--- config.mk ---
export PLATFORM = sky130hd
export DESIGN_NAME = ttlc_ctrl
export DESIGN_NICKNAME = d
export VERILOG_FILES = /design/src/hdl/ttlc_pkg.sv /design/src/hdl/ttlc_ctrl.sv
export SDC_FILE = /design/constraint.sdc
export NUM_CORES = 1
export LEC_CHECK = 0
export ABC_AREA = 1
export BUFFER_PORTS_ARGS = -buffer_cell sky130_fd_sc_hd__buf_2
export CORE_AREA = 2 2 39 41
export CTS_CLUSTER_SIZE = 40
export DETAILED_ROUTE_END_ITERATION = 6
export DIE_AREA = 0 0 41 43
export MAX_ROUTING_LAYER = met4
export PLACE_DENSITY = 0.45
export SLEW_MARGIN = 5
export SYNTH_ARGS = -nofsm -noshare
export SYNTH_HDL_FRONTEND = slang
export SYNTH_SLANG_ARGS = --single-unit
--- constraint.sdc ---
create_clock -name clk -period 1.2 [get_ports clk]
set_input_delay 0.12 -clock clk [delete_from_list [all_inputs] [get_ports clk]]
set_output_delay 0.12 -clock clk [all_outputs]
set_load 0.01 [all_outputs]
--- src/hdl/ttlc_pkg.sv ---
// Shared types and constants for the tile texture layer cache.
// Used by ttlc_ctrl, ttlc_datapath and tile_texture_layer_cache.
package ttlc_pkg;

	localparam int LAYER_W = 11;
	localparam int ZOOM_W  = 5;
	localparam int COORD_W = 32;
	localparam int STAT_W  = 3;

	// request function codes
	localparam logic FUNC_LOOKUP = 1'b0;
	localparam logic FUNC_TICK   = 1'b1;

	// 2-bit signed entry score: live at 0 or 1, free at -1
	localparam logic [1:0] SCORE_FREE = 2'b11;
	localparam logic [1:0] SCORE_ZERO = 2'b00;
	localparam logic [1:0] SCORE_ONE  = 2'b01;

	typedef enum logic [STAT_W-1:0] {
		STAT_HIT       = 3'd0,
		STAT_PLACED    = 3'd1,
		STAT_NO_FREE   = 3'd2,
		STAT_EXHAUSTED = 3'd3,
		STAT_TICK      = 3'd4
	} status_t;

	typedef enum logic [2:0] {
		S_CLEAR,
		S_IDLE,
		S_SCAN,
		S_PLACE,
		S_OUT
	} state_t;

	// one table entry as held in the entry memory
	typedef struct packed {
		logic [1:0]         score;
		logic               has_layer;
		logic [LAYER_W-1:0] layer;
		logic [ZOOM_W-1:0]  zoom;
		logic [COORD_W-1:0] col;
		logic [COORD_W-1:0] row;
	} entry_t;

	// controller to datapath
	typedef struct packed {
		logic clear_wr;
		logic load_req;
		logic scan;
		logic place;
		logic out_load;
	} ctrl_cmd_t;

	// datapath to controller
	typedef struct packed {
		logic clear_last;
		logic scan_done;
		logic miss;
		logic out_free;
	} dp_stat_t;

endpackage

--- src/hdl/ttlc_ctrl.sv ---
// Sequencing state machine of the tile texture layer cache.
// Depends on ttlc_pkg; drives ttlc_datapath through command and status structs.
module ttlc_ctrl (
	input  logic                 clk,
	input  logic                 arst_n,
	input  logic                 in_valid,
	output logic                 in_ready,
	input  ttlc_pkg::dp_stat_t   stat,
	output ttlc_pkg::ctrl_cmd_t  cmd
);
	import ttlc_pkg::*;

	state_t state_q, state_nxt;

	// state register
	always_ff @(posedge clk or negedge arst_n) begin
		if (!arst_n) begin
			state_q <= S_CLEAR;
		end else begin
			state_q <= state_nxt;
		end
	end

	// next state
	always_comb begin
		state_nxt = state_q;
		unique case (state_q)
			S_CLEAR: begin
				if (stat.clear_last) state_nxt = S_IDLE;
			end
			S_IDLE: begin
				if (in_valid) state_nxt = S_SCAN;
			end
			S_SCAN: begin
				if (stat.scan_done) state_nxt = stat.miss ? S_PLACE : S_OUT;
			end
			S_PLACE: begin
				state_nxt = S_OUT;
			end
			S_OUT: begin
				if (stat.out_free) state_nxt = S_IDLE;
			end
			default: state_nxt = S_CLEAR;
		endcase
	end

	// command outputs
	always_comb begin
		cmd      = '0;
		in_ready = 1'b0;
		unique case (state_q)
			S_CLEAR: cmd.clear_wr = 1'b1;
			S_IDLE: begin
				in_ready     = 1'b1;
				cmd.load_req = in_valid;
			end
			S_SCAN:  cmd.scan  = 1'b1;
			S_PLACE: cmd.place = 1'b1;
			S_OUT:   cmd.out_load = stat.out_free;
			default: cmd = '0;
		endcase
	end

`ifndef NO_ASSERTIONS
	// a result is only moved into a free output register
	a_out_free: assert property (@(posedge clk) disable iff (!arst_n)
		cmd.out_load |-> stat.out_free)
		else $error("result loaded over a pending one");

	// placement only follows a scan that ended without a hit
	a_place_after_miss: assert property (@(posedge clk) disable iff (!arst_n)
		(state_q == S_PLACE) |-> ($past(state_q) == S_SCAN && $past(stat.miss)))
		else $error("placement without a missed scan");

	// an accepted request always starts a scan
	a_req_scans: assert property (@(posedge clk) disable iff (!arst_n)
		cmd.load_req |=> (state_q == S_SCAN))
		else $error("accepted request did not start a scan");
`endif

endmodule

==> run metrics, run 1 <==
Post-synth top cells=nand2_1, inv_1, nor2_1; RSZ-0062 raised after global routing=yes; min-delay src=stat[1]; DR vias/cell=3.88; max_slew headroom=90.6%; die width=roughly 41 µm; area grow syn2layout=78.7%; vias in the first global route=262; post-layout power=1.07 mW; Main synth FF type=dfrtp_1; CTS Root Cell=clkbuf_4; final net count=66; Buffers on Ports=12; pin count of the biggest net entering global routing=5; DR WL/cell=7.84 µm; EDFF count, synth=0; row count=14; Worst Hold Depth=4; ranking of synthesized cells by area=dfrtp_1, nand2_1, inv_1; worst reg2reg setup slack=0.07 ns; initial core utilization=16.1%; GRT Overall Usage=7.43%; Clock transition at path regs=about 0.04 ns; most frequent cell after synthesis=nand2_1; final worst-path cycle share=99.9%; Synth Instances=37; Placer Congestion=0.710; ant diodes=0; DIE HEIGHT=roughly 43 µm; drt pass-1 iters=4; #FFs+latches synth=3; area leader, netlist=dfrtp_1; CP startpoint kind=flip-flop; Reg2Reg Depth=7; CORE AREA=1380 µm²; Max Buffers Root-to-Sink=2; Worst Hold End=state_q[2]$_DFFE_PN0P_; Post-DRT Antenna Nets=0; die area=between 1500 and 2000 µm²; number of max-slew violations in the final report=0; vias post-DR=287; critical path type=reg2out; fin crit period=1.20 ns; H-tree depth=1; max reg flops=3; cell area after layout=about 400 µm²; Top reg by flops=state_q; synth unique cells=10; FMAX=about 830 MHz; PD cells=2680 nW/µm²; Req. time, crit path=1.08 ns; Fin Clk Skew=0.00373 ns; warnings from Yosys=0; worst slew pin tran=0.141 ns; CTS tree=done; wirelength, routed=around 580 µm; drt drc=0; Leak=0.241 nW; maximum VDD drop=897 µV; worst-path fanout max=3; insertion delay to the later sink of the worst-skew pair=around 0.23 ns; ys async rst share=100%; post-synthesis sequential area ratio=33.7%; Largest regs=state_q x3; WP data arrival=between 1 and 1.5 ns; clock sink total=3; 1st-iter DRT viols=11; final setup fails=0; reg-to-reg startpoint=state_q[1]$_DFFE_PN0P_; io pins=13; r2r endpoint=state_q[1]$_DFFE_PN0P_; share of cells above drive strength 1=51.7%; CP Capture Type=output port; CTS Buf Count=3; status=completed; area share of the largest cell type after synthesis=33.7%; Final Hold Viols=0; synthesized area per cell=6.02 µm²; GRT overflow=0; initial antenna violation count=0; hpwl dp=442 µm; Mapped Area=223 µm²; max-cap violation count=0; Hold Crit Class=in2reg; Placed Area=303 µm²; net count of the mapped netlist=between 40 and 50; first-pass GRT wire length=834 µm
placed cells by master, fill, tap and decap left out, drive strengths merged:
master and n:
nor2 7, a21oi 1, nand4 1, nand2 11, dlygate4sd3 1, inv 9, nor3 1, buf 16
dfrtp 3, nand3b 1, nand3 3, clkbuf 4
power by group:
part	switching (mW)	internal, mW	total, mW
Combinational	0.376	0.303	0.679
Clock	0.0491	0.124	0.173
Sequential	0.0618	0.154	0.216
final cells by class:
type / instances / area (µm²)
multi-input cells: 25 / 139
inverters: 9 / 36.3
flip-flops and latches: 3 / 76.3
clock buffers: 4 / 26.3
repair buffers: 17 / 100
fillers: 168 / 986
well taps: 16 / 20.0
per-stage QoR:
stage	std cells	hold WS [ns]	TNS (ns)	setup slack, ns	utilization [%]
5_1_grt	74	0.189	-0.183	-0.0544	28.8
4_1_cts	73	0.181	-0.0774	-0.0355	26.7
3_5_place_dp	65	-0.0809	0	0.112	21.9
3_3_place_gp	65	-0.0815	0	0.124	21.9
2_1_floorplan	37	-0.176	0	0.190	-
6_report	74	0.181	0	0.000944	28.8
logic make-up after synthesis:
| kind of cell | after synthesis | share of synthesized area [%] |
|---|---|---|
| AND/OR/NAND/NOR | 24 | 48.9 |
| flip-flops | 3 | 33.7 |
| AO/OA/AOI/OAI | 1 | 2.25 |
| buffers and inverters | 9 | 15.2 |
layer usage:
layer / global-route usage, % / up-vias / wire length, µm
li1: - / 154 / -
met4: 4.00 / 0 / 0
met5: - / - / 0
met1: 6.17 / 128 / 225
met3: 4.71 / 0 / 25
met2: 11.9 / 5 / 329
how the worst max path moves through the flow:
stage                            from  endpoint  slack (ns)  cells past startpoint
2_1_floorplan  state_q[0]$_DFFE_PN0P_    cmd[0]        0.19                      3
3_3_place_gp   state_q[0]$_DFFE_PN0P_    cmd[0]        0.12                      4
3_5_place_dp   state_q[0]$_DFFE_PN0P_    cmd[0]        0.11                      4
4_1_cts        state_q[0]$_DFFE_PN0P_    cmd[0]       -0.04                      4
5_1_grt        state_q[1]$_DFFE_PN0P_    cmd[2]       -0.05                      5
6_report       state_q[1]$_DFFE_PN0P_    cmd[0]      0.0009                      4
critical path, cell delays in order, from the launching register on:
cell	delay [ns]
dfrtp_1	0.39
nor2_2	0.16
inv_2	0.06
nor3_2	0.09
buf_2	0.14
timing repair:
action                                 in CTS  in global routing
setup endpoints to repair                   5                  6
resized for setup                           5                  6
setup buffers                               3                  1
hold buffers                                1                  0
endpoints found under the hold margin       3                  0
pin swaps                                   2                  3
Power figures use the tool's default switching activity.
==> inputs of run 2 (changes only) <==
- CELL_PAD_IN_SITES_DETAIL_PLACEMENT: default -> 0
- CELL_PAD_IN_SITES_GLOBAL_PLACEMENT: default -> 1
- PLACE_DENSITY: 0.45 -> 0.59
==> run 2 against run 1 <==
Effect of this change: the run now ends with negative setup slack left; clock skew fell by 0.0014 ns; sequential cell count did not move; non-clock buffer count fell by 1; via count fell by 0.70%; register-to-register slack improved by 0.04 ns; core utilization fell by 0.81 points; maximum frequency fell by 0.18%; critical path type unchanged; critical endpoint is now cmd[2]; largest cell class unchanged.
==> run metrics, run 2 (synthesized netlist as in run 1, its figures left out) <==
initial antenna violation count=0 (unchanged); H-tree depth=1 (unchanged); drt pass-1 iters=1 (was 4); PD cells=2660 nW/µm² (was 2680 nW/µm²); drt drc=0 (unchanged); worst-path fanout max=3 (unchanged); critical path type=reg2out (unchanged); die area=1760 µm² (unchanged); Clock power frac=17.2% (was 16.2%); wirelength, routed=567 µm (was 580 µm); max_slew headroom=90.2% (was 90.6%); Final Hold Viols=0 (unchanged); CP Capture Type=output port (unchanged); initial core utilization=16.1% (unchanged); maximum VDD drop=590 µV (was 897 µV); Fin Clk Skew=0.00234 ns (was 0.00373 ns); WP data arrival=1.08 ns (about the same); Seq pwr share=22.2% (was 20.2%); final worst slack=-0.00120 ns (was 0.000944 ns); hpwl dp=467 µm (was 442 µm); CTS tree=done (unchanged); fill count=171 (was 168); status=finished, violations left (was completed); Hold Crit Class=in2reg (unchanged); DR vias/cell=3.90 (was 3.88); Req. time, crit path=1.08 ns (about the same); ant diodes=0 (unchanged); CP startpoint kind=flip-flop (unchanged); Largest regs=state_q x3 (unchanged); GRT overflow=0 (unchanged); fin crit period=1.20 ns (about the same); vias in the first global route=253 (was 262); FMAX=833 MHz (was 834 MHz); Post-DRT Antenna Nets=0 (unchanged); Top reg by flops=state_q (unchanged); io pins=13 (unchanged); 1st-iter DRT viols=0 (was 11); clock sink total=3 (unchanged); DR WL/cell=7.77 µm (was 7.84 µm); pin count of the biggest net entering global routing=5 (unchanged); number of max-slew violations in the final report=0 (unchanged); violated checks=negative setup slack; first-pass GRT wire length=910 µm (was 834 µm); insertion delay to the later sink of the worst-skew pair=0.23 ns (about the same); commonest non-fill, non-tap cell in the layout=buf_2 (unchanged); worst reg2reg setup slack=0.11 ns (was 0.07 ns); DIE HEIGHT=43 µm (unchanged); final net count=65 (was 66); Max Buffers Root-to-Sink=2 (unchanged); final worst-path cycle share=100% (was 99.9%); Comb power frac=60.6% (was 63.6%); CORE AREA=1380 µm² (unchanged); CTS Root Cell=clkbuf_4 (unchanged); switching power=474 µW (was 487 µW); most frequent cells in the layout=buf_2, nand2_1, inv_2, inv_1 (was buf_2, nand2_1, inv_1, buf_4); switching share of power=46.1% (was 45.6%); CTS Buf Count=3 (unchanged); max reg flops=3 (unchanged); GRT Overall Usage=7.74% (was 7.43%); max-cap violation count=0 (unchanged); RSZ-0062 raised after global routing=yes (unchanged); Setup TNS Final=-0.00120 ns (was 0 ns); share of cells above drive strength 1=54.4% (was 51.7%); Leak=0.235 nW (was 0.241 nW); cell internal pwr=553 µW (was 581 µW); row count=14 (unchanged); Clock transition at path regs=0.04 ns (about the same); final setup fails=1 (was 0); worst slew pin tran=0.147 ns (was 0.141 ns); Buffers on Ports=12 (unchanged); area grow syn2layout=73.6% (was 78.7%); die width=41 µm (unchanged); Setup WS pre-CTS=0.108 ns (was 0.112 ns); Placer Congestion=0.668 (was 0.710); vias post-DR=285 (was 287)
-- run 2: critical path, cell delays in order, from the launching register on --
cell     delay, ns
dfrtp_1       0.39
inv_2         0.08
nor2_4        0.09
inv_2         0.05
nor2_2        0.09
buf_2         0.14
-- run 2: cell type report --
class | instances | area (µm²) | area share (%)
multi-input combinational | 25 | 136 | 35.3
sequential | 3 | 77.6 | 20.1
timing repair buffer | 16 | 92.6 | 23.9
inverter | 9 | 33.8 | 8.74
clock buffer | 4 | 26.3 | 6.80
tap | 16 | 20.0 | 5.18
-- run 2: stage by stage --
step	hold WS [ns]	std cells	utilization [%]	total power, mW	cell area (µm²)
2_1_floorplan	-0.176	37	-	0.530	223
3_3_place_gp	-0.0857	65	21.9	0.696	303
3_5_place_dp	-0.0839	65	21.9	0.688	303
4_1_cts	0.178	71	26.0	0.953	360
5_1_grt	0.217	73	27.9	1.14	387
6_report	0.171	73	27.9	1.03	387
-- run 2: final timing paths --
kind | start | endpoint | cells after the start
setup / recovery | state_q[1]$_DFFE_PN0P_ | cmd[2] | 5
hold / removal | stat[1] | state_q[2]$_DFFE_PN0P_ | 4
setup reg to reg | state_q[0]$_DFFE_PN0P_ | state_q[0]$_DFFE_PN0P_ | 7
hold reg to reg | state_q[2]$_DFFE_PN0P_ | state_q[2]$_DFFE_PN0P_ | 2
max in group asynchronous | arst_n | state_q[0]$_DFFE_PN0P_ | 2
min in group asynchronous | arst_n | state_q[1]$_DFFE_PN0P_ | 2
-- run 2: power groups by stage --
stage	Sequential [mW]	Clock (mW)	Combinational, mW
6_report	0.228	0.177	0.622
4_1_cts	0.216	0.181	0.555
5_1_grt	0.236	0.191	0.713
2_1_floorplan	0.190	0	0.340
3_3_place_gp	0.207	0	0.489
3_5_place_dp	0.204	0	0.484
-- run 2: per-layer routing --
layer | share of wire [%] | GRT usage (%) | wire, µm
met1 | 41 | 9.09 | 232
met2 | 52 | 11.9 | 293
met3 | 4.2 | 0 | 24
met4 | 3.0 | 6.00 | 17
met5 | 0 | - | 0
-- run 2: what timing repair did --
| item | CTS | global route |
|---|---|---|
| pin swaps | 1 | 5 |
| buffers inserted | 1 | 2 |
| setup endpoints to repair | 5 | 8 |
| cloned | 0 | 0 |
| hold endpoints to repair | 3 | 0 |
| gates resized for setup | 8 | 4 |
| hold buffers | 1 | 0 |
==> inputs of run 3 (changes only) <==
--- a/config.mk
+++ b/config.mk
@@ -16,4 +16,5 @@
 export MAX_ROUTING_LAYER = met4
 export PLACE_DENSITY = 0.59
+export REMOVE_ABC_BUFFERS = 1
 export SLEW_MARGIN = 5
 export SYNTH_ARGS = -nofsm -noshare
==> constraint.sdc (replaced) <==
create_clock -name clk -period 1.2 [get_ports clk]
set_input_delay 0.24 -clock clk [delete_from_list [all_inputs] [get_ports clk]]
set_output_delay 0.24 -clock clk [all_outputs]
set_load 0.01 [all_outputs]
==> run 3 against run 2 <==
Effect of this change: the flow still finishes with violations (negative setup slack); cell count up 5.5%; first-iteration DRC count grew 5; clock skew up 0.00072 ns; global-route usage grew 2.0 points; highest routed layer is now met3.
==> run metrics, run 3 (synthesized netlist as in run 1, its figures left out) <==
fill count=162 (was 171); area grow syn2layout=92.7% (was 73.6%); final worst-path cycle share=111% (was 100%); final setup fails=9 (was 1); DIE HEIGHT=43 µm (unchanged); Leak=0.260 nW (was 0.235 nW); Buffers on Ports=12 (unchanged); vias post-DR=301 (was 285); Worst Path Buf+Inv=3 (unchanged); Setup WS pre-CTS=0.0407 ns (was 0.108 ns); Hold Crit Class=in2reg (unchanged); 1st-iter DRT viols=5 (was 0); violated checks=negative setup slack (unchanged); CTS tree=done (unchanged); DR WL/cell=9.52 µm (was 7.77 µm); Post-DRT Antenna Nets=0 (unchanged); Fin Clk Skew=0.00306 ns (was 0.00234 ns); status=finished, violations left (unchanged); GRT Overall Usage=9.70% (was 7.74%); r2r endpoint=state_q[0]$_DFFE_PN0P_ (unchanged); cell area after layout=429 µm² (was 387 µm²); max reg flops=3 (unchanged); WP data arrival=1.09 ns (was 1.08 ns); CP endpoint=cmd[2] (unchanged); critical path type=reg2out (unchanged); Reg2Reg Depth=9 (was 7); Slowest-stage cell, CP=dfrtp_1 (unchanged); number of max-slew violations in the final report=0 (unchanged); Clock transition at path regs=0.04 ns (about the same); delay-heaviest family, CP=flip-flops (unchanged); vias in the first global route=279 (was 253); worst reg2reg setup slack=-0.03 ns (was 0.11 ns); drt pass-1 iters=4 (was 1); ant diodes=0 (unchanged); insertion delay to the later sink of the worst-skew pair=0.23 ns (about the same); RSZ-0062 raised after global routing=yes (unchanged); Placed Area=310 µm² (was 303 µm²); CP startpoint kind=flip-flop (unchanged); share of cells above drive strength 1=57.4% (was 54.4%); Top reg by flops=state_q (unchanged); Req. time, crit path=0.96 ns (was 1.08 ns); reg-to-reg startpoint=state_q[1]$_DFFE_PN0P_ (was state_q[0]$_DFFE_PN0P_); PD cells=2740 nW/µm² (was 2660 nW/µm²); most frequent cells in the layout=buf_2, nand2_1, buf_4, inv_1, inv_2 (was buf_2, nand2_1, inv_2, inv_1); pin count of the biggest net entering global routing=5 (unchanged); max-cap violation count=0 (unchanged); row count=14 (unchanged); worst-path fanout max=3 (unchanged); cell mode on critical path=inv_2 (unchanged); max_slew headroom=87.5% (was 90.2%); CP Capture Type=output port (unchanged); final net count=69 (was 65); Placer Congestion=0.701 (was 0.668); clock sink total=3 (unchanged); DR vias/cell=3.91 (was 3.90); die width=41 µm (unchanged); die area=1760 µm² (unchanged); final worst slack=-0.128 ns (was -0.00120 ns); FMAX=753 MHz (was 833 MHz); worst slew pin tran=0.187 ns (was 0.147 ns); Critical Path Start=state_q[1]$_DFFE_PN0P_ (unchanged); commonest non-fill, non-tap cell in the layout=buf_2 (unchanged); CTS Buf Count=3 (unchanged); drt drc=0 (unchanged); maximum VDD drop=587 µV (was 590 µV); first-pass GRT wire length=1.10 mm (was 910 µm); Final Hold Viols=0 (unchanged); H-tree depth=1 (unchanged); critical path, cell by cell=inv_2 -> nor2_4 -> inv_2 -> nor2_2 -> buf_2 (unchanged); io pins=13 (unchanged); initial core utilization=16.1% (unchanged); CTS Root Cell=clkbuf_4 (unchanged); hpwl dp=474 µm (was 467 µm); CP Depth=5 (unchanged); CP peak stage delay=0.39 ns (about the same); CORE AREA=1380 µm² (unchanged); initial antenna violation count=0 (unchanged); fin crit period=1.33 ns (was 1.20 ns); GRT overflow=0 (unchanged); Max Buffers Root-to-Sink=2 (unchanged); Largest regs=state_q x3 (unchanged); wirelength, routed=733 µm (was 567 µm)
run 3: cell type report:
type                    instances  area, µm²  area share (%)
multi-input cells              25        151            35.3
clock buffers                   4       26.3            6.12
well taps                      16       20.0            4.66
flip-flops and latches          3       75.1            17.5
inverters                       9       33.8            7.87
repair buffers                 20        123            28.6
run 3: worst min-delay path, cell delays in order:
cell     delay [ns]
buf_2          0.07
inv_1          0.04
nand3_2        0.08
nand2_1        0.06
run 3: repair_timing:
item | CTS | global route
gates resized for setup | 8 | 5
hold buffers | 1 | 0
setup endpoints to repair | 6 | 9
hold endpoints to repair | 3 | 0
pin swaps | 3 | 4
buffers inserted | 5 | 1
run 3: worst min path at each step:
stage | endpoint | slack [ns] | cells past startpoint | start
after global routing | state_q[1]$_DFFE_PN0P_ | 0.32 | 2 | arst_n
final | state_q[1]$_DFFE_PN0P_ | 0.30 | 4 | stat[2]
after floorplan | state_q[0]$_DFFE_PN0P_ | -0.06 | 0 | arst_n
after CTS | state_q[1]$_DFFE_PN0P_ | 0.30 | 4 | stat[2]
after global placement | state_q[0]$_DFFE_PN0P_ | 0.04 | 1 | arst_n
after detailed placement | state_q[0]$_DFFE_PN0P_ | 0.04 | 1 | arst_n
run 3: routing by layer:
metal	vias to the layer above	track usage (%)	wire length, µm
li1	161	-	-
met1	134	10.4	287
met2	6	14.7	423
met3	0	3.14	22
met4	0	6.00	0
met5	-	-	0
run 3: power breakdown:
part / leakage, nW / internal (mW) / switching [mW] / total (mW)
combinational: 0.207 / 0.364 / 0.430 / 0.794
sequential: 0.0385 / 0.151 / 0.0570 / 0.208
clock: 0.0150 / 0.125 / 0.0513 / 0.176
run 3: through the flow:
stage                     cells  util (%)  power (mW)  TNS [ns]  hold slack [ns]
final                        77      31.0        1.18    -0.644            0.299
after global routing         77      31.0        1.29     -1.30            0.321
after CTS                    76      29.0        1.08    -0.539            0.300
after detailed placement     66      22.4       0.712         0           0.0363
after global placement       66      22.4       0.722         0           0.0357
after floorplan              37         -       0.530         0          -0.0556
